## src/sensor_weighted_wheel_drive_macros.svh

```systemverilog
// ----------------------------------------------------------------------------
// sensor weighted wheel drive assertion macros
// shared concurrent assertion forms, clocked on clk_i and quiet in reset
// ----------------------------------------------------------------------------
`ifndef SENSOR_WEIGHTED_WHEEL_DRIVE_MACROS_SVH
`define SENSOR_WEIGHTED_WHEEL_DRIVE_MACROS_SVH

// property must hold at every edge outside reset
`define SWWD_ASSERT(lbl, prop, msg) \
  lbl: assert property (@(posedge clk_i) disable iff (!rst_ni) (prop)) \
    else $error(msg);

// condition must never be seen outside reset
`define SWWD_ASSERT_NEVER(lbl, cond, msg) \
  `SWWD_ASSERT(lbl, !(cond), msg)

`endif

```

## src/swwd_pkg.sv

```systemverilog
// ----------------------------------------------------------------------------
// swwd_pkg
// widths, weight table, register codes and shared types of the wheel drive
// ----------------------------------------------------------------------------
package swwd_pkg;

  // scan and result widths
  localparam int NUM_SENS = 8;
  localparam int PROX_W   = 12;
  localparam int SUM_W    = 15;
  localparam int DRV_W    = 14;

  // weighted sums: |sum| < 2^21 for every reading pattern
  localparam int ACC_W    = 22;
  localparam int MAG_W    = ACC_W - 1;

  // division by 200 through a reciprocal, low by at most one
  localparam int DRIVE_DIV = 200;
  localparam int RECIP_W   = 13;
  localparam logic [RECIP_W-1:0] RECIP = 13'd5242;
  localparam int RECIP_SH  = 20;
  localparam int PROD_W    = MAG_W + RECIP_W;
  localparam int QD_W      = 13;

  // limiting: drive magnitude, limit, scaled numerator and quotient
  localparam int MAGD_W = 13;
  localparam int LIM_W  = 12;
  localparam int OFF_W  = 11;
  localparam int NUM_W  = MAGD_W + LIM_W;
  localparam int QUO_W  = 12;

  // configuration port
  localparam int CFG_W = 12;
  localparam int IDX_W = 2;

  typedef enum logic [IDX_W-1:0] {
    REG_SPEED_LIMIT  = 2'd0,
    REG_LEFT_OFFSET  = 2'd1,
    REG_RIGHT_OFFSET = 2'd2
  } reg_idx_e;

  localparam logic [LIM_W-1:0]        SPEED_LIMIT_RST  = 12'd1000;
  localparam logic signed [OFF_W-1:0] LEFT_OFFSET_RST  = 11'sd66;
  localparam logic signed [OFF_W-1:0] RIGHT_OFFSET_RST = 11'sd72;

  // right drive uses entries 0..7, left drive entries 8..15
  localparam logic signed [7:0] WEIGHTS [2*NUM_SENS] = '{
    8'sd17,  8'sd29,  8'sd34,  8'sd10,  8'sd8,   -8'sd38, -8'sd56, -8'sd76,
    -8'sd72, -8'sd58, -8'sd36, 8'sd8,   8'sd10,  8'sd36,  8'sd28,  8'sd18
  };

  // queue between front and back
  localparam int QDEPTH = 4;
  localparam int QPTR_W = 2;
  localparam int QCNT_W = 3;

  typedef logic [NUM_SENS-1:0][PROX_W-1:0] prox_arr_t;

  // one classified scan
  typedef struct packed {
    logic signed [ACC_W-1:0] lacc;
    logic signed [ACC_W-1:0] racc;
    logic [SUM_W-1:0]        sum;
    logic [PROX_W-1:0]       max;
  } scan_t;

  // queue status seen by both neighbours
  typedef struct packed {
    logic valid;
    logic full;
  } qstat_t;

  // side data carried alongside the limiting divider
  typedef struct packed {
    logic signed [DRV_W-1:0] drv_l;
    logic signed [DRV_W-1:0] drv_r;
    logic                    need;
    logic [SUM_W-1:0]        sum;
    logic [PROX_W-1:0]       max;
  } side_t;

endpackage

```

## src/swwd_queue.sv

```systemverilog
// ----------------------------------------------------------------------------
// swwd_queue
// short first-in first-out buffer of classified scans
// ----------------------------------------------------------------------------
`include "sensor_weighted_wheel_drive_macros.svh"

module swwd_queue (
  input  logic             clk_i,
  input  logic             rst_ni,
  input  logic             push_i,
  input  swwd_pkg::scan_t  data_i,
  input  logic             pop_i,
  output swwd_pkg::scan_t  data_o,
  output swwd_pkg::qstat_t stat_o
);

  swwd_pkg::scan_t                mem_q [swwd_pkg::QDEPTH];
  logic [swwd_pkg::QPTR_W-1:0]    wptr_q, rptr_q;
  logic [swwd_pkg::QCNT_W-1:0]    count_q;

  assign stat_o.valid = (count_q != '0);
  assign stat_o.full  = (count_q == swwd_pkg::QCNT_W'(swwd_pkg::QDEPTH));
  assign data_o       = mem_q[rptr_q];

  // pointers and fill level
  always_ff @(posedge clk_i or negedge rst_ni) begin
    if (!rst_ni) begin
      wptr_q  <= '0;
      rptr_q  <= '0;
      count_q <= '0;
    end else begin
      if (push_i) begin
        wptr_q <= wptr_q + 1'b1;
      end
      if (pop_i) begin
        rptr_q <= rptr_q + 1'b1;
      end
      if (push_i && !pop_i) begin
        count_q <= count_q + 1'b1;
      end else if (pop_i && !push_i) begin
        count_q <= count_q - 1'b1;
      end
    end
  end

  // storage
  always_ff @(posedge clk_i) begin
    if (push_i) begin
      mem_q[wptr_q] <= data_i;
    end
  end

  `SWWD_ASSERT_NEVER(a_push_full, push_i && stat_o.full, "push into full queue")
  `SWWD_ASSERT_NEVER(a_pop_empty, pop_i && !stat_o.valid, "pop from empty queue")
  `SWWD_ASSERT(a_level, count_q <= swwd_pkg::QCNT_W'(swwd_pkg::QDEPTH), "queue level overrun")

endmodule

```

## config.mk

```make
export PLATFORM = sky130hd
export DESIGN_NAME = swwd_queue
export DESIGN_NICKNAME = d
export VERILOG_FILES = /design/src/swwd_pkg.sv /design/src/swwd_queue.sv
export VERILOG_INCLUDE_DIRS = /design/src /design/src/src
export SDC_FILE = /design/constraint.sdc
export NUM_CORES = 1
export LEC_CHECK = 0
export ABC_AREA = 1
export BUFFER_PORTS_ARGS = -buffer_cell sky130_fd_sc_hd__buf_2
export CAP_MARGIN = 20
export CORE_UTILIZATION = 55
export CTS_BUF_LIST = sky130_fd_sc_hd__clkbuf_4
export DETAILED_ROUTE_END_ITERATION = 8
export PLACE_DENSITY = 0.79
export SETUP_SLACK_MARGIN = 0.1
export SLEW_MARGIN = 30
export SYNTH_ARGS = -nofsm -noshare
export SYNTH_HDL_FRONTEND = slang
export SYNTH_SLANG_ARGS = --single-unit
```

## constraint.sdc

```tcl
create_clock -name clk_i -period 4.1 [get_ports clk_i]
set_input_delay 0.205 -clock clk_i [delete_from_list [all_inputs] [get_ports clk_i]]
set_output_delay 0.205 -clock clk_i [all_outputs]
set_load 0.01 [all_outputs]
```

==> reports/results.tsv <==
stage	metric	value	unit
status	run status	finished clean	
power	sw frac	0.3608	
logic_synthesis	largest cells by area after synthesis	edfxtp_1 69%, o211ai_2 7.2%, nand2_1 5.9%	
floorplan	io pins	148	
detailed_routing	DRT Wirelength	23.70	mm
worst_setup_path	CP top delay family	flip-flops	
worst_setup_path	CP Buf/Inv Count	2	
power	Pleak	0.006048	uW
logic_synthesis	Yosys cell types	23	
floorplan	die footprint	0.02296	sq mm
global_routing	initial antenna violation count	3	
power	power share of the clock group	0.229	
global_routing	grt ovf	0	
detailed_routing	drt via density	5.072	
clocking	Skew-Pair Late Insertion Delay	0.64	ns
clocking	clock root cell	clkbuf_4	
sta	unrepaired setup endpoints after global routing	false	
clocking	Post-CTS Hold Buffers	75	
logic_synthesis	Yosys warning total	0	
worst_setup_path	RR Startpoint	wptr_q[0]	
place	Post-DP Area	0.01301	sq mm
power	Cell Pwr Density	679.9	mW/mm^2
global_routing	first-pass GRT wire length	36.58	mm
worst_setup_path	Setup CP Type	register to output port	
worst_setup_path	CP dominant cell by count	nand2_1	
logic_synthesis	area leader, netlist	edfxtp_1	
sta	final worst path period share	0.7144	
cells_and_area	final net count	1222	
worst_setup_path	R2R cell count	5	
cells_and_area	synth-to-layout area growth	18.98	%
flow_run	max cap viols	0	
logic_synthesis	Synth Net Count	958	
logic_synthesis	synth cell count leaders	284 x edfxtp_1, 194 x nand2_1, 153 x inv_1, 71 x o211ai_1, 71 x o211ai_2	
worst_setup_path	cell chain of the critical path	buf_4, nand2_1, o211ai_2, nand2_1, buf_2	
clocking	cts repair resizes	0	
logic_synthesis	register area share after synthesis	0.7077	
sta	count of final max-slew check failures	0	
place	Port Buffers	147	
cells_and_area	final non-filler cell total	1468	
worst_setup_path	Reg2Reg Setup Slack	1.94	ns
floorplan	Core ar.	0.02189	sq mm
sta	Worst slew margin	0.3723	
sta	final setup vio count	0	
power	Sequential Power Share	0.421	
logic_synthesis	Mapped Cells	877	
logic_synthesis	top cell type's share of synthesized area	0.6935	
min_path	HP Class	input port to register	
logic_synthesis	ys flop type	edfxtp_1	
min_path	hold path depth	2	
detailed_routing	post-route ant nets	0	
clocking	htree depth	3	
global_routing	GRT Resource Usage Total	0.2139	
sta	slew of the pin with the lowest slew margin	0.9405	ns
floorplan	Die H	151.5	um
sta	Final min period	2.929	ns
power	Comb pwr share	0.350	
sta	setup TNS	0	ns
worst_setup_path	CP max stage cell	dfrtp_4	
worst_setup_path	max incr delay on CP	1.04	ns
logic_synthesis	syn avg cell area	14.02	sq um
min_path	Hold Path Origin	data_i[46]	
power	Net Sw Power	3590	uW
worst_setup_path	CP max FO	72	
sta	Worst Skew	0.02592	ns
global_routing	vias in the first global route	7547	
logic_synthesis	Seq cells post-synth	291	
cells_and_area	layout cells sized above 1	0.3212	
detailed_routing	routed len/inst	16.14	um
sta	final hold slack	0.2947	ns
logic_synthesis	Synth Cell Area	0.01230	sq mm
place	placed cell count	1272	
power	Int Pwr	6359	uW
global_routing	largest net degree at the start of global routing	96	
floorplan	Initial Util	0.5618	
detailed_routing	DRC errors left	0	
floorplan	Die X	151.5	um
clocking	CTS Buffer Depth	3	
clocking	Post-CTS Setup Inserts	0	
worst_setup_path	Crit. End Element	output port	
cells_and_area	design area	0.01463	sq mm
detailed_routing	drt pass-1 iters	4	
power	Peak VDD IR	0.3821	mV
detailed_routing	vias	7446	
logic_synthesis	most common cell in the netlist	edfxtp_1	
clocking	total clock sinks	291	
clocking	CTS clk-pin slew, worst paths	0.06	ns
place	gpl congestion	0.7157	
detailed_routing	1st-iter DRT viols	390	
logic_synthesis	share of flip-flops with an asynchronous set or reset	0.02405	
logic_synthesis	Post-synth EDFFs	284	
floorplan	num rows	54	
worst_setup_path	Critical Path RT	3.89	ns
worst_setup_path	Critical Path Source Type	register	
clocking	CTS tree	built	
min_path	Hold Path Sink	mem_q[1][46]	
place	DP Wirelength	12.99	mm
sta	fmax	341.4	MHz
clocking	TritonCTS buffer count	72	
worst_setup_path	worst reg2reg path endpoint	mem_q[0][49]	
sta	final hold vios	0	
worst_setup_path	CP arrival	2.72	ns
==> cells by family after synthesis <==
family | count (synthesis) | share of synthesized area
buffers and inverters | 202 | 0.08912
xor gates and xnor gates | 4 | 0.002849
and+or+nand+nor | 231 | 0.07763
adders and majority gates | 6 | 0.006715
AOI/OAI and AO/OA | 143 | 0.1160
DFF | 291 | 0.7077
==> layout by cell type (no fill, tap or decap), drive strengths merged, types with 5 or more instances in the layout <==
| master | netlist | final |
|---|---|---|
| o211ai | 142 | 142 |
| edfxtp | 284 | 284 |
| nand2 | 227 | 227 |
| buf | 47 | 163 |
| inv | 153 | 152 |
| clkbuf | 1 | 104 |
| clkinv | 1 | 16 |
| dlygate4sd3 | 0 | 75 |
| ha | 5 | 5 |
| dfrtp | 7 | 7 |
==> flip-flops by register name (all words and copies together) (netlist names) <==
name and flops:
count_q 3, mem_q 284, rptr_q 2, wptr_q 2
==> power by group through the flow <==
| stage | Combinational (uW) | Sequential, uW | Clock, uW |
|---|---|---|---|
| 6_report | 3480 | 4190 | 2280 |
| 5_1_grt | 3890 | 4250 | 2480 |
| 4_1_cts | 3510 | 4190 | 2330 |
| 3_5_place_dp | 3450 | 4250 | 0 |
| 3_3_place_gp | 3380 | 4230 | 0 |
| 2_1_floorplan | 2780 | 4100 | 0 |
==> layer usage <==
| metal | vias up | global-route usage | wire (um) |
|---|---|---|---|
| met5 | - | 0 | 13 |
| met4 | 2 | 0.09257 | 431 |
| met3 | 32 | 0.05479 | 1418 |
| met2 | 209 | 0.3676 | 11930 |
| met1 | 3592 | 0.2551 | 9900 |
| li1 | 3611 | - | - |
==> through the flow <==
step | total power (uW) | worst slack [ns] | util
CTS | 10040 | 1.071 | 0.6682
detailed placement | 7697 | 1.782 | 0.5944
global placement | 7603 | 1.764 | 0.5944
floorplan | 6884 | 1.625 | -
global route | 10610 | 0.9370 | 0.6684
finish | 9949 | 1.171 | 0.6684
==> worst max path at each step <==
| stage | start | endpoint | slack [ns] | cells after the start |
|---|---|---|---|---|
| floorplan | wptr_q[0] | mem_q[2][0] | 1.63 | 4 |
| global placement | rptr_q[1] | data_o[27] | 1.76 | 5 |
| global route | rptr_q[0] | data_o[32] | 0.94 | 5 |
| CTS | rptr_q[1] | data_o[31] | 1.07 | 5 |
| detailed placement | wptr_q[0] | mem_q[2][61] | 1.78 | 5 |
| finish | rptr_q[0] | data_o[70] | 1.17 | 5 |
==> layout make-up <==
type	count	area [sq um]
Antenna cell	2	5.005
Fill cell	1559	7258
Multi-Input combinational cell	384	2499
Timing Repair Buffer	238	1619
Clock inverter	15	82.58
Inverter	154	585.6
Clock buffer	104	780.7
Sequential cell	291	8711
Tap cell	280	350.3
Note: power is estimated with default switching activity, not from simulation.
