==> src/sensor_weighted_wheel_drive_macros.svh <==
// ----------------------------------------------------------------------------
// sensor weighted wheel drive assertion macros
// shared concurrent assertion forms, clocked on clk_i and quiet in reset
// ----------------------------------------------------------------------------
`ifndef SENSOR_WEIGHTED_WHEEL_DRIVE_MACROS_SVH
`define SENSOR_WEIGHTED_WHEEL_DRIVE_MACROS_SVH

// property must hold at every edge outside reset
`define SWWD_ASSERT(lbl, prop, msg) \
  lbl: assert property (@(posedge clk_i) disable iff (!rst_ni) (prop)) \
    else $error(msg);

// condition must never be seen outside reset
`define SWWD_ASSERT_NEVER(lbl, cond, msg) \
  `SWWD_ASSERT(lbl, !(cond), msg)

`endif

==> src/swwd_pkg.sv <==
// ----------------------------------------------------------------------------
// swwd_pkg
// widths, weight table, register codes and shared types of the wheel drive
// ----------------------------------------------------------------------------
package swwd_pkg;

  // scan and result widths
  localparam int NUM_SENS = 8;
  localparam int PROX_W   = 12;
  localparam int SUM_W    = 15;
  localparam int DRV_W    = 14;

  // weighted sums: |sum| < 2^21 for every reading pattern
  localparam int ACC_W    = 22;
  localparam int MAG_W    = ACC_W - 1;

  // division by 200 through a reciprocal, low by at most one
  localparam int DRIVE_DIV = 200;
  localparam int RECIP_W   = 13;
  localparam logic [RECIP_W-1:0] RECIP = 13'd5242;
  localparam int RECIP_SH  = 20;
  localparam int PROD_W    = MAG_W + RECIP_W;
  localparam int QD_W      = 13;

  // limiting: drive magnitude, limit, scaled numerator and quotient
  localparam int MAGD_W = 13;
  localparam int LIM_W  = 12;
  localparam int OFF_W  = 11;
  localparam int NUM_W  = MAGD_W + LIM_W;
  localparam int QUO_W  = 12;

  // configuration port
  localparam int CFG_W = 12;
  localparam int IDX_W = 2;

  typedef enum logic [IDX_W-1:0] {
    REG_SPEED_LIMIT  = 2'd0,
    REG_LEFT_OFFSET  = 2'd1,
    REG_RIGHT_OFFSET = 2'd2
  } reg_idx_e;

  localparam logic [LIM_W-1:0]        SPEED_LIMIT_RST  = 12'd1000;
  localparam logic signed [OFF_W-1:0] LEFT_OFFSET_RST  = 11'sd66;
  localparam logic signed [OFF_W-1:0] RIGHT_OFFSET_RST = 11'sd72;

  // right drive uses entries 0..7, left drive entries 8..15
  localparam logic signed [7:0] WEIGHTS [2*NUM_SENS] = '{
    8'sd17,  8'sd29,  8'sd34,  8'sd10,  8'sd8,   -8'sd38, -8'sd56, -8'sd76,
    -8'sd72, -8'sd58, -8'sd36, 8'sd8,   8'sd10,  8'sd36,  8'sd28,  8'sd18
  };

  // queue between front and back
  localparam int QDEPTH = 4;
  localparam int QPTR_W = 2;
  localparam int QCNT_W = 3;

  typedef logic [NUM_SENS-1:0][PROX_W-1:0] prox_arr_t;

  // one classified scan
  typedef struct packed {
    logic signed [ACC_W-1:0] lacc;
    logic signed [ACC_W-1:0] racc;
    logic [SUM_W-1:0]        sum;
    logic [PROX_W-1:0]       max;
  } scan_t;

  // queue status seen by both neighbours
  typedef struct packed {
    logic valid;
    logic full;
  } qstat_t;

  // side data carried alongside the limiting divider
  typedef struct packed {
    logic signed [DRV_W-1:0] drv_l;
    logic signed [DRV_W-1:0] drv_r;
    logic                    need;
    logic [SUM_W-1:0]        sum;
    logic [PROX_W-1:0]       max;
  } side_t;

endpackage

==> src/swwd_front.sv <==
// ----------------------------------------------------------------------------
// swwd_front
// takes a scan, forms both weighted sums, reading sum and maximum
// ----------------------------------------------------------------------------
module swwd_front #(
  parameter int SENSOR_BITS = 12
) (
  input  logic                clk_i,
  input  logic                rst_ni,
  input  logic                in_valid_i,
  output logic                in_stall_o,
  input  swwd_pkg::prox_arr_t prox_i,
  input  swwd_pkg::qstat_t    qstat_i,
  output logic                push_o,
  output swwd_pkg::scan_t     scan_o
);

  localparam int RD_W = (SENSOR_BITS < swwd_pkg::PROX_W) ? SENSOR_BITS : swwd_pkg::PROX_W;

  logic                                  vld_q, vld_d;
  logic                                  accept;
  swwd_pkg::scan_t                       scan_q, scan_d;
  logic signed [swwd_pkg::ACC_W-1:0]     lacc, racc;
  logic [swwd_pkg::SUM_W-1:0]            sum;
  logic [swwd_pkg::PROX_W-1:0]           mx;

  // weighted sums, plain sum and running maximum over the scan
  always_comb begin
    logic [RD_W-1:0]                   rd;
    logic signed [swwd_pkg::ACC_W-1:0] rdw;
    lacc = '0;
    racc = '0;
    sum  = '0;
    mx   = '0;
    for (int i = 0; i < swwd_pkg::NUM_SENS; i++) begin
      rd   = prox_i[i][RD_W-1:0];
      rdw  = $signed(swwd_pkg::ACC_W'(rd));
      racc = racc + swwd_pkg::ACC_W'(swwd_pkg::WEIGHTS[i]) * rdw;
      lacc = lacc + swwd_pkg::ACC_W'(swwd_pkg::WEIGHTS[i + swwd_pkg::NUM_SENS]) * rdw;
      sum  = sum + swwd_pkg::SUM_W'(rd);
      if (swwd_pkg::PROX_W'(rd) > mx) begin
        mx = swwd_pkg::PROX_W'(rd);
      end
    end
  end

  // hold the scan until the queue has room
  assign in_stall_o = vld_q & qstat_i.full;
  assign accept     = in_valid_i & ~in_stall_o;
  assign push_o     = vld_q & ~qstat_i.full;

  always_comb begin
    vld_d  = vld_q;
    scan_d = scan_q;
    if (push_o) begin
      vld_d = 1'b0;
    end
    if (accept) begin
      vld_d       = 1'b1;
      scan_d.lacc = lacc;
      scan_d.racc = racc;
      scan_d.sum  = sum;
      scan_d.max  = mx;
    end
  end

  always_ff @(posedge clk_i or negedge rst_ni) begin
    if (!rst_ni) begin
      vld_q <= 1'b0;
    end else begin
      vld_q <= vld_d;
    end
  end

  always_ff @(posedge clk_i) begin
    scan_q <= scan_d;
  end

  assign scan_o = scan_q;

endmodule

==> config.mk <==
export PLATFORM = sky130hd
export DESIGN_NAME = swwd_front
export DESIGN_NICKNAME = d
export VERILOG_FILES = /design/src/sensor_weighted_wheel_drive_macros.svh /design/src/swwd_pkg.sv /design/src/swwd_front.sv
export SDC_FILE = /design/constraint.sdc
export NUM_CORES = 2
export LEC_CHECK = 0
export BUFFER_PORTS_ARGS = -buffer_cell sky130_fd_sc_hd__buf_2
export CORE_UTILIZATION = 70
export CTS_CLUSTER_SIZE = 30
export DETAILED_ROUTE_END_ITERATION = 6
export PLACE_DENSITY = 0.95
export SYNTH_ARGS = -nofsm -noshare
export SYNTH_HDL_FRONTEND = slang
export SYNTH_SLANG_ARGS = --single-unit
==> constraint.sdc <==
create_clock -name clk_i -period 6.9 [get_ports clk_i]
set_clock_uncertainty 0.05 [all_clocks]
set_input_delay 0.345 -clock clk_i [delete_from_list [all_inputs] [get_ports clk_i]]
set_output_delay 0.345 -clock clk_i [all_outputs]
set_load 0.02 [all_outputs]
==> results of run 1 <==
-- per-layer routing --
layer,track usage [%],overflow
met1,89.2,17
met5,61.3,3
met2,106,590
met4,101,294
met3,84.4,27
-- kinds of logic after synthesis --
kind of cell    Yosys count  synth area share, %
compound gates          482                 11.6
flops                    71                 8.13
other cells               1               0.0143
simple gates            323                 6.03
buf+inv                 666                 9.66
xor+xnor                174                 5.82
mux                      27                 1.18
fa+ha+maj               971                 57.6
-- metrics by stage --
stage               setup WS (ps)  instances  TNS [ps]
floorplan                   -6480       2715    -78730
global placement            -6170       3766    -90100
detailed placement          -7800       3766   -120350
CTS                         -6550       3856    -90780
-- timing repair --
action,4_1_cts
pin swaps,187
hold buffers,1
cloned,1
buffers inserted,84
endpoints found under the hold margin,1
endpoints found under the setup margin,34
gates resized for setup,375
==> impl_metrics.tcl, run 1 <==
set metrics [dict create \
    status "did not finish" \
    lastStage "5_1_grt" \
    error_line "[ERROR GRT-0116] Global routing finished with congestion. Check the congestion regions in the DRC Viewer." \
    cts_root_buf "clkbuf_16" \
    syn_area_sq_mm 0.0262 \
    cts_buffer_depth 2 \
    yosys-top-cells-count "647 x inv_1, 581 x ha_1, 390 x fa_1" \
    synth.distinct_cells 79 \
    ys_ff_latch 71 \
    grt_overflow 931 \
    grt_max_degree 71 \
    cts_buffers 9 \
    initial_core_util_pct 71.3 \
    clock_sinks 71 \
    yosys_warnings 0 \
    grt_use_total_pct 93.5 \
    grt_pass1_vias 37900 \
    place_area_sq_mm 0.0315 \
    seq_area_frac_synth_pct 8.13 \
    synth.net_count 3787 \
    globalplace.congestion 1.16 \
    syn_inst 2715 \
    avgSynthCellArea_sq_um 9.64 \
    synth_most_common_cell "inv_1" \
    async_reset_ff_share_pct 1.41 \
    die_y_um 195 \
    dieWidth_um 195 \
    dp_hpwl_um 88500 \
    grt_pass1_wl_um 267000 \
    yosysTopAreaCellShare_pct 29.8 \
    cts_htree_levels 3 \
    synthFlopType "edfxtp_1" \
    ios 174 \
    synth_area_leaders "fa_1 30%, ha_1 28%, inv_1 9.3%" \
    yosysTopAreaCell "fa_1" \
    row_count 70 \
    synth_edf_count 70 \
    io_buffers 171 \
]
==> inputs of run 2 (changes only) <==
CORE_UTILIZATION = 40   (was 70)
CTS_CLUSTER_SIZE = unset   (was 30)
PLACE_DENSITY = unset   (was 0.95)
PLACE_DENSITY_LB_ADDON = 0.15   (was unset)
==> impl_metrics.tcl, run 2 <==
set metrics [dict create \
    yosys_warnings 0 \
    avgSynthCellArea_sq_um 9.64 \
    grt_overflow 0 \
    place_inst 4214 \
    drive_gt1_share_pct 33.6 \
    insertion_delay_ps 370 \
    die_y_um 258 \
    grt_pass1_wl_um 139000 \
    postRouteAntennaNets 0 \
    final_nets 4531 \
    crit_fanout 8 \
    hold_path.startpoint "in_valid_i" \
    synth.distinct_cells 79 \
    fin_crit_sh_pct 190 \
    synth_area_leaders "fa_1 30%, ha_1 28%, inv_1 9.3%" \
    layout_common_cells "604 x inv_1, 520 x buf_4, 511 x ha_1" \
    globalplace.congestion 0.948 \
    r2r_end "scan_o[26]$_DFFE_PP_" \
    grt_use_total_pct 27.9 \
    holdPathEnd "vld_q$_DFFE_PN0P_" \
    max_slew_margin_pct 35.3 \
    drt_wl_total_um 91100 \
    layout.cells.non_filler 4321 \
    final_max_slew_viol_count 0 \
    dieWidth_um 258 \
    dieArea_sq_mm 0.0665 \
    cts_root_buf "clkbuf_16" \
    dp_hpwl_um 78100 \
    async_reset_ff_share_pct 1.41 \
    worst_slew_pin_slew_ps 971 \
    syn_area_sq_mm 0.0262 \
    clock_sinks 71 \
    cts_htree_levels 3 \
    largest_register_ffs 70 \
    row_count 93 \
    hp-class "input pin to flip-flop" \
    core_sq_mm 0.0646 \
    syn_to_final_growth_pct 35.4 \
    ys_ff_latch 71 \
    yosysTopAreaCell "fa_1" \
    firstDrtPassIters 5 \
    cp_slowest_stage_delay_ps 410 \
    num_vias 21700 \
    slowest_stage "a211o_2" \
    violations "setup timing" \
    syn_inst 2715 \
    synth_edf_count 70 \
    cts_buffer_depth 2 \
    rr_startpoint "vld_q$_DFFE_PN0P_" \
    reg2reg_slack_ps 5010 \
    cts_buffers 9 \
    required_ps 6960 \
    drt_iter0_markers 1138 \
    layout_commonest_cell "inv_1" \
    holdPathStages 2 \
    grt_max_degree 71 \
    seq_area_frac_synth_pct 8.13 \
    synth_most_common_cell "inv_1" \
    routed_via_density 5.03 \
    worst_slack_ps -6230 \
    arrival_ps 13190 \
    antenna_found_initial 2 \
    clk_pin_slew_ps 60 \
    worstSetupStartpointType "input pin" \
    max_freq_ghz 0.0762 \
    setup_viol 29 \
    post-route-min-period_ps 13130 \
    rsz0062_at_grt "yes" \
    post_drt_wl_per_cell_um 21.1 \
    drc 0 \
    synthFlopType "edfxtp_1" \
    grt_pass1_vias 23600 \
    finalHoldViolCount 0 \
    io_buffers 171 \
    endpoint_kind "flip-flop" \
    yosysTopAreaCellShare_pct 29.8 \
    initial_core_util_pct 40.5 \
    r2r_cells 3 \
    cts_tree "built" \
    synth.net_count 3787 \
    cap_violations 0 \
    cpMostUsedCell "ha_4" \
    yosys-top-cells-count "647 x inv_1, 581 x ha_1, 390 x fa_1" \
    ios 174 \
    setup.worst_path.class "input pin to flip-flop" \
    status "complete, but fails checks" \
]
run 2: cell counts after synthesis:
No cell type changed its count.
run 2: routing by layer:
layer / part of all wire (%) / vias to the layer above / global-route usage, %
li1: - / 10400 / -
met1: 45 / 10700 / 38.0
met2: 48 / 495 / 47.8
met3: 4.1 / 102 / 2.68
met4: 2.6 / 0 / 6.54
met5: 0 / - / 0
run 2: kinds of logic after synthesis:
kind of cell	share of synthesized area, %
flip-flops	8.13
XOR/XNOR	5.82
multiplexers	1.18
AO/OA/AOI/OAI	11.6
other	0.0143
buffers and inverters	9.66
adder cells (fa/ha/maj)	57.6
AND/OR/NAND/NOR	6.03
run 2: worst max path at each step:
stage	startpoint	endpoint	slack (ps)	cells past startpoint
2_1_floorplan	prox_i[11]	scan_o[9]$_DFFE_PP_	-6480	87
3_3_place_gp	prox_i[2]	scan_o[10]$_DFFE_PP_	-6570	75
3_5_place_dp	prox_i[3]	scan_o[0]$_DFFE_PP_	-7050	80
4_1_cts	prox_i[11]	scan_o[9]$_DFFE_PP_	-5970	80
5_1_grt	prox_i[11]	scan_o[0]$_DFFE_PP_	-6770	82
6_report	prox_i[11]	scan_o[0]$_DFFE_PP_	-6230	81
run 2: area by class of cell:
class,instances,area [sq um]
repair buffers,751,5530
clock buffers,9,225
clock inverters,7,87.6
flip-flops and latches,71,2130
fillers,5890,29100
multi-input cells,1979,23900
diodes,2,5.00
inverters,647,2440
well taps,855,1070
run 2: critical path, delay by kind of cell:
family	cells	cell delay (ps)
AOI/OAI and AO/OA	32	5110
adders and majority gates	8	1850
buffers and inverters	15	1530
and+or+nand+nor	24	3650
muxes	2	660
run 2: metrics by stage:
| stage | util, % | setup slack [ps] | area (sq um) | setup TNS, ps | hold WS, ps |
|---|---|---|---|---|---|
| 6_report | 54.9 | -6230 | 35400 | -83280 | 131 |
| 5_1_grt | 54.9 | -6770 | 35400 | -94180 | 123 |
| 4_1_cts | 53.4 | -5970 | 34500 | -81140 | 106 |
| 3_5_place_dp | 50.2 | -7050 | 32400 | -105470 | 74.3 |
| 3_3_place_gp | 50.2 | -6570 | 32400 | -100340 | 70.0 |
| 2_1_floorplan | - | -6480 | 27000 | -78730 | -0.591 |
run 2: repair_timing:
item	4_1_cts	5_1_grt
hold endpoints to repair	1	0
setup buffers	62	34
cloned	4	1
pin swaps	187	139
endpoints found under the setup margin	32	33
resized for setup	259	174
hold buffers	1	0
Power of run 2 is not shown: default switching activity piles up to over one toggle a cycle in this logic, so the estimate is an artifact.
