$ cat src/sensor_weighted_wheel_drive_macros.svh
// ----------------------------------------------------------------------------
// sensor weighted wheel drive assertion macros
// shared concurrent assertion forms, clocked on clk_i and quiet in reset
// ----------------------------------------------------------------------------
`ifndef SENSOR_WEIGHTED_WHEEL_DRIVE_MACROS_SVH
`define SENSOR_WEIGHTED_WHEEL_DRIVE_MACROS_SVH

// property must hold at every edge outside reset
`define SWWD_ASSERT(lbl, prop, msg) \
  lbl: assert property (@(posedge clk_i) disable iff (!rst_ni) (prop)) \
    else $error(msg);

// condition must never be seen outside reset
`define SWWD_ASSERT_NEVER(lbl, cond, msg) \
  `SWWD_ASSERT(lbl, !(cond), msg)

`endif

$ cat src/swwd_pkg.sv
// ----------------------------------------------------------------------------
// swwd_pkg
// widths, weight table, register codes and shared types of the wheel drive
// ----------------------------------------------------------------------------
package swwd_pkg;

  // scan and result widths
  localparam int NUM_SENS = 8;
  localparam int PROX_W   = 12;
  localparam int SUM_W    = 15;
  localparam int DRV_W    = 14;

  // weighted sums: |sum| < 2^21 for every reading pattern
  localparam int ACC_W    = 22;
  localparam int MAG_W    = ACC_W - 1;

  // division by 200 through a reciprocal, low by at most one
  localparam int DRIVE_DIV = 200;
  localparam int RECIP_W   = 13;
  localparam logic [RECIP_W-1:0] RECIP = 13'd5242;
  localparam int RECIP_SH  = 20;
  localparam int PROD_W    = MAG_W + RECIP_W;
  localparam int QD_W      = 13;

  // limiting: drive magnitude, limit, scaled numerator and quotient
  localparam int MAGD_W = 13;
  localparam int LIM_W  = 12;
  localparam int OFF_W  = 11;
  localparam int NUM_W  = MAGD_W + LIM_W;
  localparam int QUO_W  = 12;

  // configuration port
  localparam int CFG_W = 12;
  localparam int IDX_W = 2;

  typedef enum logic [IDX_W-1:0] {
    REG_SPEED_LIMIT  = 2'd0,
    REG_LEFT_OFFSET  = 2'd1,
    REG_RIGHT_OFFSET = 2'd2
  } reg_idx_e;

  localparam logic [LIM_W-1:0]        SPEED_LIMIT_RST  = 12'd1000;
  localparam logic signed [OFF_W-1:0] LEFT_OFFSET_RST  = 11'sd66;
  localparam logic signed [OFF_W-1:0] RIGHT_OFFSET_RST = 11'sd72;

  // right drive uses entries 0..7, left drive entries 8..15
  localparam logic signed [7:0] WEIGHTS [2*NUM_SENS] = '{
    8'sd17,  8'sd29,  8'sd34,  8'sd10,  8'sd8,   -8'sd38, -8'sd56, -8'sd76,
    -8'sd72, -8'sd58, -8'sd36, 8'sd8,   8'sd10,  8'sd36,  8'sd28,  8'sd18
  };

  // queue between front and back
  localparam int QDEPTH = 4;
  localparam int QPTR_W = 2;
  localparam int QCNT_W = 3;

  typedef logic [NUM_SENS-1:0][PROX_W-1:0] prox_arr_t;

  // one classified scan
  typedef struct packed {
    logic signed [ACC_W-1:0] lacc;
    logic signed [ACC_W-1:0] racc;
    logic [SUM_W-1:0]        sum;
    logic [PROX_W-1:0]       max;
  } scan_t;

  // queue status seen by both neighbours
  typedef struct packed {
    logic valid;
    logic full;
  } qstat_t;

  // side data carried alongside the limiting divider
  typedef struct packed {
    logic signed [DRV_W-1:0] drv_l;
    logic signed [DRV_W-1:0] drv_r;
    logic                    need;
    logic [SUM_W-1:0]        sum;
    logic [PROX_W-1:0]       max;
  } side_t;

endpackage

$ cat src/swwd_div.sv
// ----------------------------------------------------------------------------
// swwd_div
// pipelined restoring divider, one quotient bit per stage
// ----------------------------------------------------------------------------
module swwd_div (
  input  logic                         clk_i,
  input  logic                         en_i,
  input  logic [swwd_pkg::NUM_W-1:0]   num_i,
  input  logic [swwd_pkg::MAGD_W-1:0]  den_i,
  output logic [swwd_pkg::QUO_W-1:0]   quo_o
);

  localparam int NS = swwd_pkg::QUO_W;

  // the quotient is known to fit in NS bits, so the top of the numerator
  // starts out below the divisor
  logic [swwd_pkg::MAGD_W-1:0] rem_q [NS];
  logic [swwd_pkg::MAGD_W-1:0] rem_d [NS];
  logic [NS-1:0]               low_q [NS];
  logic [NS-1:0]               low_d [NS];
  logic [swwd_pkg::MAGD_W-1:0] den_q [NS];
  logic [swwd_pkg::MAGD_W-1:0] den_d [NS];
  logic [NS-1:0]               quo_q [NS];
  logic [NS-1:0]               quo_d [NS];

  // one compare and subtract per stage
  always_comb begin
    logic [swwd_pkg::MAGD_W-1:0] prem;
    logic [NS-1:0]               plow;
    logic [swwd_pkg::MAGD_W-1:0] pden;
    logic [NS-1:0]               pquo;
    logic [swwd_pkg::MAGD_W:0]   trial;
    logic                        qbit;
    for (int k = 0; k < NS; k++) begin
      if (k == 0) begin
        prem = num_i[swwd_pkg::NUM_W-1 -: swwd_pkg::MAGD_W];
        plow = num_i[NS-1:0];
        pden = den_i;
        pquo = '0;
      end else begin
        prem = rem_q[k-1];
        plow = low_q[k-1];
        pden = den_q[k-1];
        pquo = quo_q[k-1];
      end
      trial = {prem, plow[NS-1]};
      qbit  = (trial >= {1'b0, pden});
      if (qbit) begin
        rem_d[k] = swwd_pkg::MAGD_W'(trial - {1'b0, pden});
      end else begin
        rem_d[k] = swwd_pkg::MAGD_W'(trial);
      end
      low_d[k] = {plow[NS-2:0], 1'b0};
      den_d[k] = pden;
      quo_d[k] = {pquo[NS-2:0], qbit};
    end
  end

  always_ff @(posedge clk_i) begin
    if (en_i) begin
      for (int k = 0; k < NS; k++) begin
        rem_q[k] <= rem_d[k];
        low_q[k] <= low_d[k];
        den_q[k] <= den_d[k];
        quo_q[k] <= quo_d[k];
      end
    end
  end

  assign quo_o = quo_q[NS-1];

endmodule

$ cat src/swwd_back.sv
// ----------------------------------------------------------------------------
// swwd_back
// divides the sums by 200, adds offsets and limits both drives
// ----------------------------------------------------------------------------
`include "sensor_weighted_wheel_drive_macros.svh"

module swwd_back (
  input  logic                               clk_i,
  input  logic                               rst_ni,
  input  swwd_pkg::qstat_t                   qstat_i,
  input  swwd_pkg::scan_t                    scan_i,
  output logic                               pop_o,
  input  logic [swwd_pkg::LIM_W-1:0]         lim_i,
  input  logic signed [swwd_pkg::OFF_W-1:0]  left_off_i,
  input  logic signed [swwd_pkg::OFF_W-1:0]  right_off_i,
  output logic                               out_valid_o,
  input  logic                               out_stall_i,
  output logic signed [swwd_pkg::DRV_W-1:0]  left_speed_o,
  output logic signed [swwd_pkg::DRV_W-1:0]  right_speed_o,
  output logic [swwd_pkg::SUM_W-1:0]         sensor_sum_o,
  output logic [swwd_pkg::PROX_W-1:0]        sensor_max_o
);

  localparam int PRE_STG = 5;
  localparam int NS      = swwd_pkg::QUO_W;
  localparam int DW      = swwd_pkg::DRV_W;
  localparam int MW      = swwd_pkg::MAGD_W;

  logic                 adv;
  logic [PRE_STG-1:0]   pre_vld_q;
  logic [NS-1:0]        div_vld_q;
  logic                 out_vld_q;

  // stage 1: magnitudes and reciprocal products
  logic                            s1_sgn_l_q, s1_sgn_r_q;
  logic [swwd_pkg::MAG_W-1:0]      s1_mag_l_q, s1_mag_r_q;
  logic [swwd_pkg::PROD_W-1:0]     s1_prod_l_q, s1_prod_r_q;
  logic [swwd_pkg::SUM_W-1:0]      s1_sum_q;
  logic [swwd_pkg::PROX_W-1:0]     s1_max_q;
  logic [swwd_pkg::MAG_W-1:0]      mag_l, mag_r;

  // stage 2: corrected quotients by 200
  logic                            s2_sgn_l_q, s2_sgn_r_q;
  logic [swwd_pkg::QD_W-1:0]       s2_q_l_q, s2_q_r_q;
  logic [swwd_pkg::SUM_W-1:0]      s2_sum_q;
  logic [swwd_pkg::PROX_W-1:0]     s2_max_q;
  logic [swwd_pkg::QD_W-1:0]       est_l, est_r, q_l, q_r;
  logic [swwd_pkg::MAG_W-1:0]      res_l, res_r, fix_l, fix_r;
  logic                            cor_l, cor_r;

  // stage 3: drives with offsets
  logic signed [DW-1:0]            s3_drv_l_q, s3_drv_r_q;
  logic [swwd_pkg::SUM_W-1:0]      s3_sum_q;
  logic [swwd_pkg::PROX_W-1:0]     s3_max_q;
  logic signed [DW-1:0]            qs_l, qs_r;

  // stage 4: magnitudes, limit check, larger magnitude
  logic signed [DW-1:0]            s4_drv_l_q, s4_drv_r_q;
  logic [MW-1:0]                   s4_la_q, s4_ra_q, s4_m_q;
  logic                            s4_need_q;
  logic [swwd_pkg::SUM_W-1:0]      s4_sum_q;
  logic [swwd_pkg::PROX_W-1:0]     s4_max_q;
  logic [MW-1:0]                   la, ra;

  // stage 5: scaled numerators
  logic [swwd_pkg::NUM_W-1:0]      s5_num_l_q, s5_num_r_q;
  logic [MW-1:0]                   s5_m_q;
  swwd_pkg::side_t                 s5_side_q;

  // divider side data and quotients
  swwd_pkg::side_t                 side_q [NS];
  logic [swwd_pkg::QUO_W-1:0]      quo_l, quo_r;

  // output register
  logic signed [DW-1:0]            out_l_q, out_r_q;
  logic [swwd_pkg::SUM_W-1:0]      out_sum_q;
  logic [swwd_pkg::PROX_W-1:0]     out_max_q;
  logic signed [DW-1:0]            qx_l, qx_r, lim_l, lim_r;

  // the whole pipeline moves unless a finished result is held
  assign adv   = ~(out_vld_q & out_stall_i);
  assign pop_o = adv & qstat_i.valid;

  // valid chain
  always_ff @(posedge clk_i or negedge rst_ni) begin
    if (!rst_ni) begin
      pre_vld_q <= '0;
      div_vld_q <= '0;
      out_vld_q <= 1'b0;
    end else if (adv) begin
      pre_vld_q <= {pre_vld_q[PRE_STG-2:0], qstat_i.valid};
      div_vld_q <= {div_vld_q[NS-2:0], pre_vld_q[PRE_STG-1]};
      out_vld_q <= div_vld_q[NS-1];
    end
  end

  // stage 1 logic
  assign mag_l = scan_i.lacc[swwd_pkg::ACC_W-1] ? swwd_pkg::MAG_W'(-scan_i.lacc)
                                                : swwd_pkg::MAG_W'(scan_i.lacc);
  assign mag_r = scan_i.racc[swwd_pkg::ACC_W-1] ? swwd_pkg::MAG_W'(-scan_i.racc)
                                                : swwd_pkg::MAG_W'(scan_i.racc);

  // stage 2 logic: estimate is exact or one low
  assign est_l = s1_prod_l_q[swwd_pkg::RECIP_SH +: swwd_pkg::QD_W];
  assign est_r = s1_prod_r_q[swwd_pkg::RECIP_SH +: swwd_pkg::QD_W];
  assign res_l = s1_mag_l_q
               - swwd_pkg::MAG_W'(est_l) * swwd_pkg::MAG_W'(swwd_pkg::DRIVE_DIV);
  assign res_r = s1_mag_r_q
               - swwd_pkg::MAG_W'(est_r) * swwd_pkg::MAG_W'(swwd_pkg::DRIVE_DIV);
  assign cor_l = (res_l >= swwd_pkg::MAG_W'(swwd_pkg::DRIVE_DIV));
  assign cor_r = (res_r >= swwd_pkg::MAG_W'(swwd_pkg::DRIVE_DIV));
  assign q_l   = est_l + swwd_pkg::QD_W'(cor_l);
  assign q_r   = est_r + swwd_pkg::QD_W'(cor_r);
  assign fix_l = cor_l ? res_l - swwd_pkg::MAG_W'(swwd_pkg::DRIVE_DIV) : res_l;
  assign fix_r = cor_r ? res_r - swwd_pkg::MAG_W'(swwd_pkg::DRIVE_DIV) : res_r;

  // stage 3 logic: restore sign
  assign qs_l = s2_sgn_l_q ? -$signed(DW'(s2_q_l_q)) : $signed(DW'(s2_q_l_q));
  assign qs_r = s2_sgn_r_q ? -$signed(DW'(s2_q_r_q)) : $signed(DW'(s2_q_r_q));

  // stage 4 logic
  assign la = s3_drv_l_q[DW-1] ? MW'(-s3_drv_l_q) : MW'(s3_drv_l_q);
  assign ra = s3_drv_r_q[DW-1] ? MW'(-s3_drv_r_q) : MW'(s3_drv_r_q);

  // front stages of the back pipeline
  always_ff @(posedge clk_i) begin
    if (adv) begin
      s1_sgn_l_q  <= scan_i.lacc[swwd_pkg::ACC_W-1];
      s1_sgn_r_q  <= scan_i.racc[swwd_pkg::ACC_W-1];
      s1_mag_l_q  <= mag_l;
      s1_mag_r_q  <= mag_r;
      s1_prod_l_q <= swwd_pkg::PROD_W'(mag_l) * swwd_pkg::PROD_W'(swwd_pkg::RECIP);
      s1_prod_r_q <= swwd_pkg::PROD_W'(mag_r) * swwd_pkg::PROD_W'(swwd_pkg::RECIP);
      s1_sum_q    <= scan_i.sum;
      s1_max_q    <= scan_i.max;

      s2_sgn_l_q  <= s1_sgn_l_q;
      s2_sgn_r_q  <= s1_sgn_r_q;
      s2_q_l_q    <= q_l;
      s2_q_r_q    <= q_r;
      s2_sum_q    <= s1_sum_q;
      s2_max_q    <= s1_max_q;

      s3_drv_l_q  <= qs_l + DW'(left_off_i);
      s3_drv_r_q  <= qs_r + DW'(right_off_i);
      s3_sum_q    <= s2_sum_q;
      s3_max_q    <= s2_max_q;

      s4_drv_l_q  <= s3_drv_l_q;
      s4_drv_r_q  <= s3_drv_r_q;
      s4_la_q     <= la;
      s4_ra_q     <= ra;
      s4_m_q      <= (la > ra) ? la : ra;
      s4_need_q   <= (la > MW'(lim_i)) | (ra > MW'(lim_i));
      s4_sum_q    <= s3_sum_q;
      s4_max_q    <= s3_max_q;

      s5_num_l_q      <= swwd_pkg::NUM_W'(s4_la_q) * swwd_pkg::NUM_W'(lim_i);
      s5_num_r_q      <= swwd_pkg::NUM_W'(s4_ra_q) * swwd_pkg::NUM_W'(lim_i);
      s5_m_q          <= s4_m_q;
      s5_side_q.drv_l <= s4_drv_l_q;
      s5_side_q.drv_r <= s4_drv_r_q;
      s5_side_q.need  <= s4_need_q;
      s5_side_q.sum   <= s4_sum_q;
      s5_side_q.max   <= s4_max_q;
    end
  end

  // proportional limiting: |drive| * limit / larger magnitude
  swwd_div u_div_l (
    .clk_i (clk_i),
    .en_i  (adv),
    .num_i (s5_num_l_q),
    .den_i (s5_m_q),
    .quo_o (quo_l)
  );

  swwd_div u_div_r (
    .clk_i (clk_i),
    .en_i  (adv),
    .num_i (s5_num_r_q),
    .den_i (s5_m_q),
    .quo_o (quo_r)
  );

  // side data follows the divider stages
  always_ff @(posedge clk_i) begin
    if (adv) begin
      side_q[0] <= s5_side_q;
      for (int k = 1; k < NS; k++) begin
        side_q[k] <= side_q[k-1];
      end
    end
  end

  // output selection
  assign qx_l  = $signed(DW'(quo_l));
  assign qx_r  = $signed(DW'(quo_r));
  assign lim_l = side_q[NS-1].drv_l[DW-1] ? -qx_l : qx_l;
  assign lim_r = side_q[NS-1].drv_r[DW-1] ? -qx_r : qx_r;

  always_ff @(posedge clk_i) begin
    if (adv) begin
      out_l_q   <= side_q[NS-1].need ? lim_l : side_q[NS-1].drv_l;
      out_r_q   <= side_q[NS-1].need ? lim_r : side_q[NS-1].drv_r;
      out_sum_q <= side_q[NS-1].sum;
      out_max_q <= side_q[NS-1].max;
    end
  end

  assign out_valid_o   = out_vld_q;
  assign left_speed_o  = out_l_q;
  assign right_speed_o = out_r_q;
  assign sensor_sum_o  = out_sum_q;
  assign sensor_max_o  = out_max_q;

  `SWWD_ASSERT(a_freeze, !adv |=> $stable({pre_vld_q, div_vld_q, out_vld_q}), "pipeline moved under stall")
  `SWWD_ASSERT(a_res_l, pre_vld_q[0] |-> (fix_l < swwd_pkg::MAG_W'(swwd_pkg::DRIVE_DIV)), "left remainder by 200 out of range")
  `SWWD_ASSERT(a_res_r, pre_vld_q[0] |-> (fix_r < swwd_pkg::MAG_W'(swwd_pkg::DRIVE_DIV)), "right remainder by 200 out of range")

endmodule
$ cat config.mk
export PLATFORM = sky130hd
export DESIGN_NAME = swwd_back
export DESIGN_NICKNAME = d
export VERILOG_FILES = /design/src/swwd_pkg.sv /design/src/swwd_div.sv /design/src/swwd_back.sv
export VERILOG_INCLUDE_DIRS = /design/src /design/src/src
export SDC_FILE = /design/constraint.sdc
export NUM_CORES = 2
export LEC_CHECK = 0
export ABC_AREA = 1
export BUFFER_PORTS_ARGS = -buffer_cell sky130_fd_sc_hd__buf_2
export CAP_MARGIN = 40
export CORE_AREA = 2 2 432 434
export DETAILED_ROUTE_END_ITERATION = 16
export DIE_AREA = 0 0 434 436
export PLACE_DENSITY = 0.82
export SYNTH_ARGS = -nofsm -noshare
export SYNTH_HDL_FRONTEND = slang
export SYNTH_SLANG_ARGS = --single-unit
export TNS_END_PERCENT = 1
$ cat constraint.sdc
create_clock -name clk_i -period 66.3 [get_ports clk_i]
set_clock_uncertainty 0.05 [all_clocks]
set_input_delay 9.945 -clock clk_i [delete_from_list [all_inputs] [get_ports clk_i]]
set_output_delay 9.945 -clock clk_i [all_outputs]
set_load 0.02 [all_outputs]
==> results.md <==
* Total CTS buffers at 187
* Buffers on Ports at 165
* Fillers at 13901
* Residual DRC count at 0
* CTS Root Cell: clkbuf_16
* Post-layout worst setup margin at 45280 ps
* Post-synth EDFFs at 1863
* CTS Buffer Depth at 3
* Clk slew on worst S/H paths at 60 ps
* First drt pass iteration count at 7
* Number of hold buffers added after cts at 0
* Synthesis warning total at 0
* Initial antenna violation count at 5
* Via count at 64584
* Crit Path Class: in2out
* Final setup violation count at 0
* Ys flop type: edfxtp_1
* CP Launch Point: out_stall_i
* Effective utilization at floorplan at 0.566
* Run status: finished, final reports clean
* Remaining antenna violation count at 0
* TritonCTS clock tree: yes
* Post-synthesis cell count at 8932
* Share of cells above drive strength 1 at 0.102
* Yosys top cell by area: edfxtp_1
* RSZ-0062 raised after global routing: no
* Hold_sp: u_div_r.low_q[0][39]
* Cell Area, Placed at 108000 µm²
* Final hold viol count at 0
* Synth cell types at 61
* Asr flop ratio synth at 0.00957
* TNS Setup at 0 ps
* Clock Latency Late Sink at 850 ps
* Core box area at 185000 µm²
* WP data arrival at 11030 ps
* Largest family of logic cells by synthesized area: adder cells
* #FFs+latches synth at 1881
* Fin crit share at 0.317
* Fraction of synthesized area in multiplexers at 0.000215
* Initial drt markers at 5170
* Most frequent cells in the layout: edfxtp_1, nand2_1, inv_1
* Gpl congestion at 0.936
* Post-Syn Area per Cell at 11.7 µm²
* Post-Synth XOR/XNOR Area at 0.0376
* Area of the mapped netlist at 105000 µm²
* Crit-path max FO at 65
* Die W at 434 µm
* Post-Synth Adder-Cell Area at 0.186
* Multi-input gate area at 42200 µm²
* GR Util All Layers at 0.247
* Worst-margin pin slew at 1070 ps
* DP Wirelength at 170000 µm
* First-pass GRT wire length at 363000 µm
* Tmin final at 21020 ps
* Layout area overhead at 9.85%
* HP Class: reg2reg
* Largest net degree at the start of global routing at 205
* Type of destination of the critical path: output pin
* Final slew viol count at 0
* Cts repair resizes at 0
* Post-CTS Setup Inserts at 0
* Row count at 158
* Req. time, crit path at 56310 ps
* Die height at 436 µm
* Die ar. at 189000 µm²
* Syn nets at 10335
* Fmax at 0.0476 GHz
* Sequential Area at 56400 µm²
* Vias in the first global route at 65889
* Clk sink count at 1881
* R2r startpoint: s1_prod_r_q[21]
* Synth top area share at 0.535
* Simple-gate share of the synthesized area at 0.109
* Wire per inst at 19.5 µm
* Startpoint Class: input pin
* CTS H-Tree Depth at 4
* WL final at 231000 µm
* Max_cap viols at 0
* Cell area after layout at 115000 µm²
* Commonest non-fill, non-tap cell in the layout: edfxtp_1
* Final nets at 10620
* Worst rel slew slack at 0.288
* Setup slack after placement at 45220 ps
* Compound-gate portion of the synthesized area at 0.0712
* Ports at 167
* Synth area leaders: edfxtp_1, ha_1, fa_1
* Sequential share of the synthesized area at 0.540
* Vias per cell at 5.45
* Congestion Overflow GR at 0
## synth_stat cells, types with 21 or more instances
library cell  number
or2_2             50
clkbuf_1          74
ha_1             861
a221oi_2          21
nand2_1         1589
a21oi_1          405
o21ai_1          129
nand3_2           33
a21oi_2           61
inv_2             22
nand3b_1          22
nor3_1            74
edfxtp_1        1863
o21ai_0          180
fa_1             432
xnor2_1          187
nand4_1           91
inv_1           1325
buf_6             34
xor2_1           262
nor2_1           444
nor2_2            27
a31oi_1           25
nand2_2           32
nand3_1          269
o21ai_2          182
a21o_1           105
## area by class of cell
class | instances | area share
clock inverters | 134 | 0.0152
flip-flops and latches | 1881 | 0.491
repair buffers | 220 | 0.0131
diodes | 1 | 0.0000218
well taps | 2480 | 0.0270
clock buffers | 212 | 0.0416
inverters | 1351 | 0.0443
multi-input cells | 5576 | 0.367
## layer usage
layer	global-route usage	vias to the layer above	routed length [µm]
met5	0	-	49
met4	0.125	8	13000
met3	0.0326	533	10900
met2	0.422	1872	115000
met1	0.308	31195	92000
li1	-	30976	-
## state kept, by name, indices dropped and copies added (netlist names), 42 cells and up
name           count
side_q           672
u_div_l.quo_q     78
u_div_l.rem_q    143
u_div_l.den_q    101
u_div_l.low_q     66
u_div_r.quo_q     78
u_div_r.den_q     42
s5_side_q         56
u_div_r.rem_q    143
u_div_r.low_q     66
## final timing paths
kind | end | slack, ps | depth (start not counted)
setup / recovery | pop_o | 45280 | 5
hold / removal | u_div_r.low_q[1][7] | 290 | 0
setup reg to reg | s2_q_r_q[12] | 60500 | 26
hold reg to reg | u_div_r.low_q[1][7] | 290 | 0
max in group asynchronous | div_vld_q[9] | 56960 | 1
min in group asynchronous | out_valid_o | 8960 | 1
## cells by family after synthesis
kind of cell	count (synthesis)
mux	2
flops	1881
compound gates	1165
simple gates	2667
buf+inv	1475
xor+xnor	449
fa+ha+maj	1293
## critical path: stages
cell and delay (ps):
buf_2 110, nand2_4 590, nand2_1 140, inv_1 80, buf_2 160
## per-stage QoR
stage	hold slack [ps]	utilization	std cells
finish	287	0.622	11855
floorplan	350	-	8932
global route	307	0.622	11855
CTS	279	0.622	11853
detailed placement	355	0.586	11507
global placement	350	0.584	11483
Power is not shown: default switching activity piles up to over one toggle a cycle in this logic, so the estimate is an artifact.
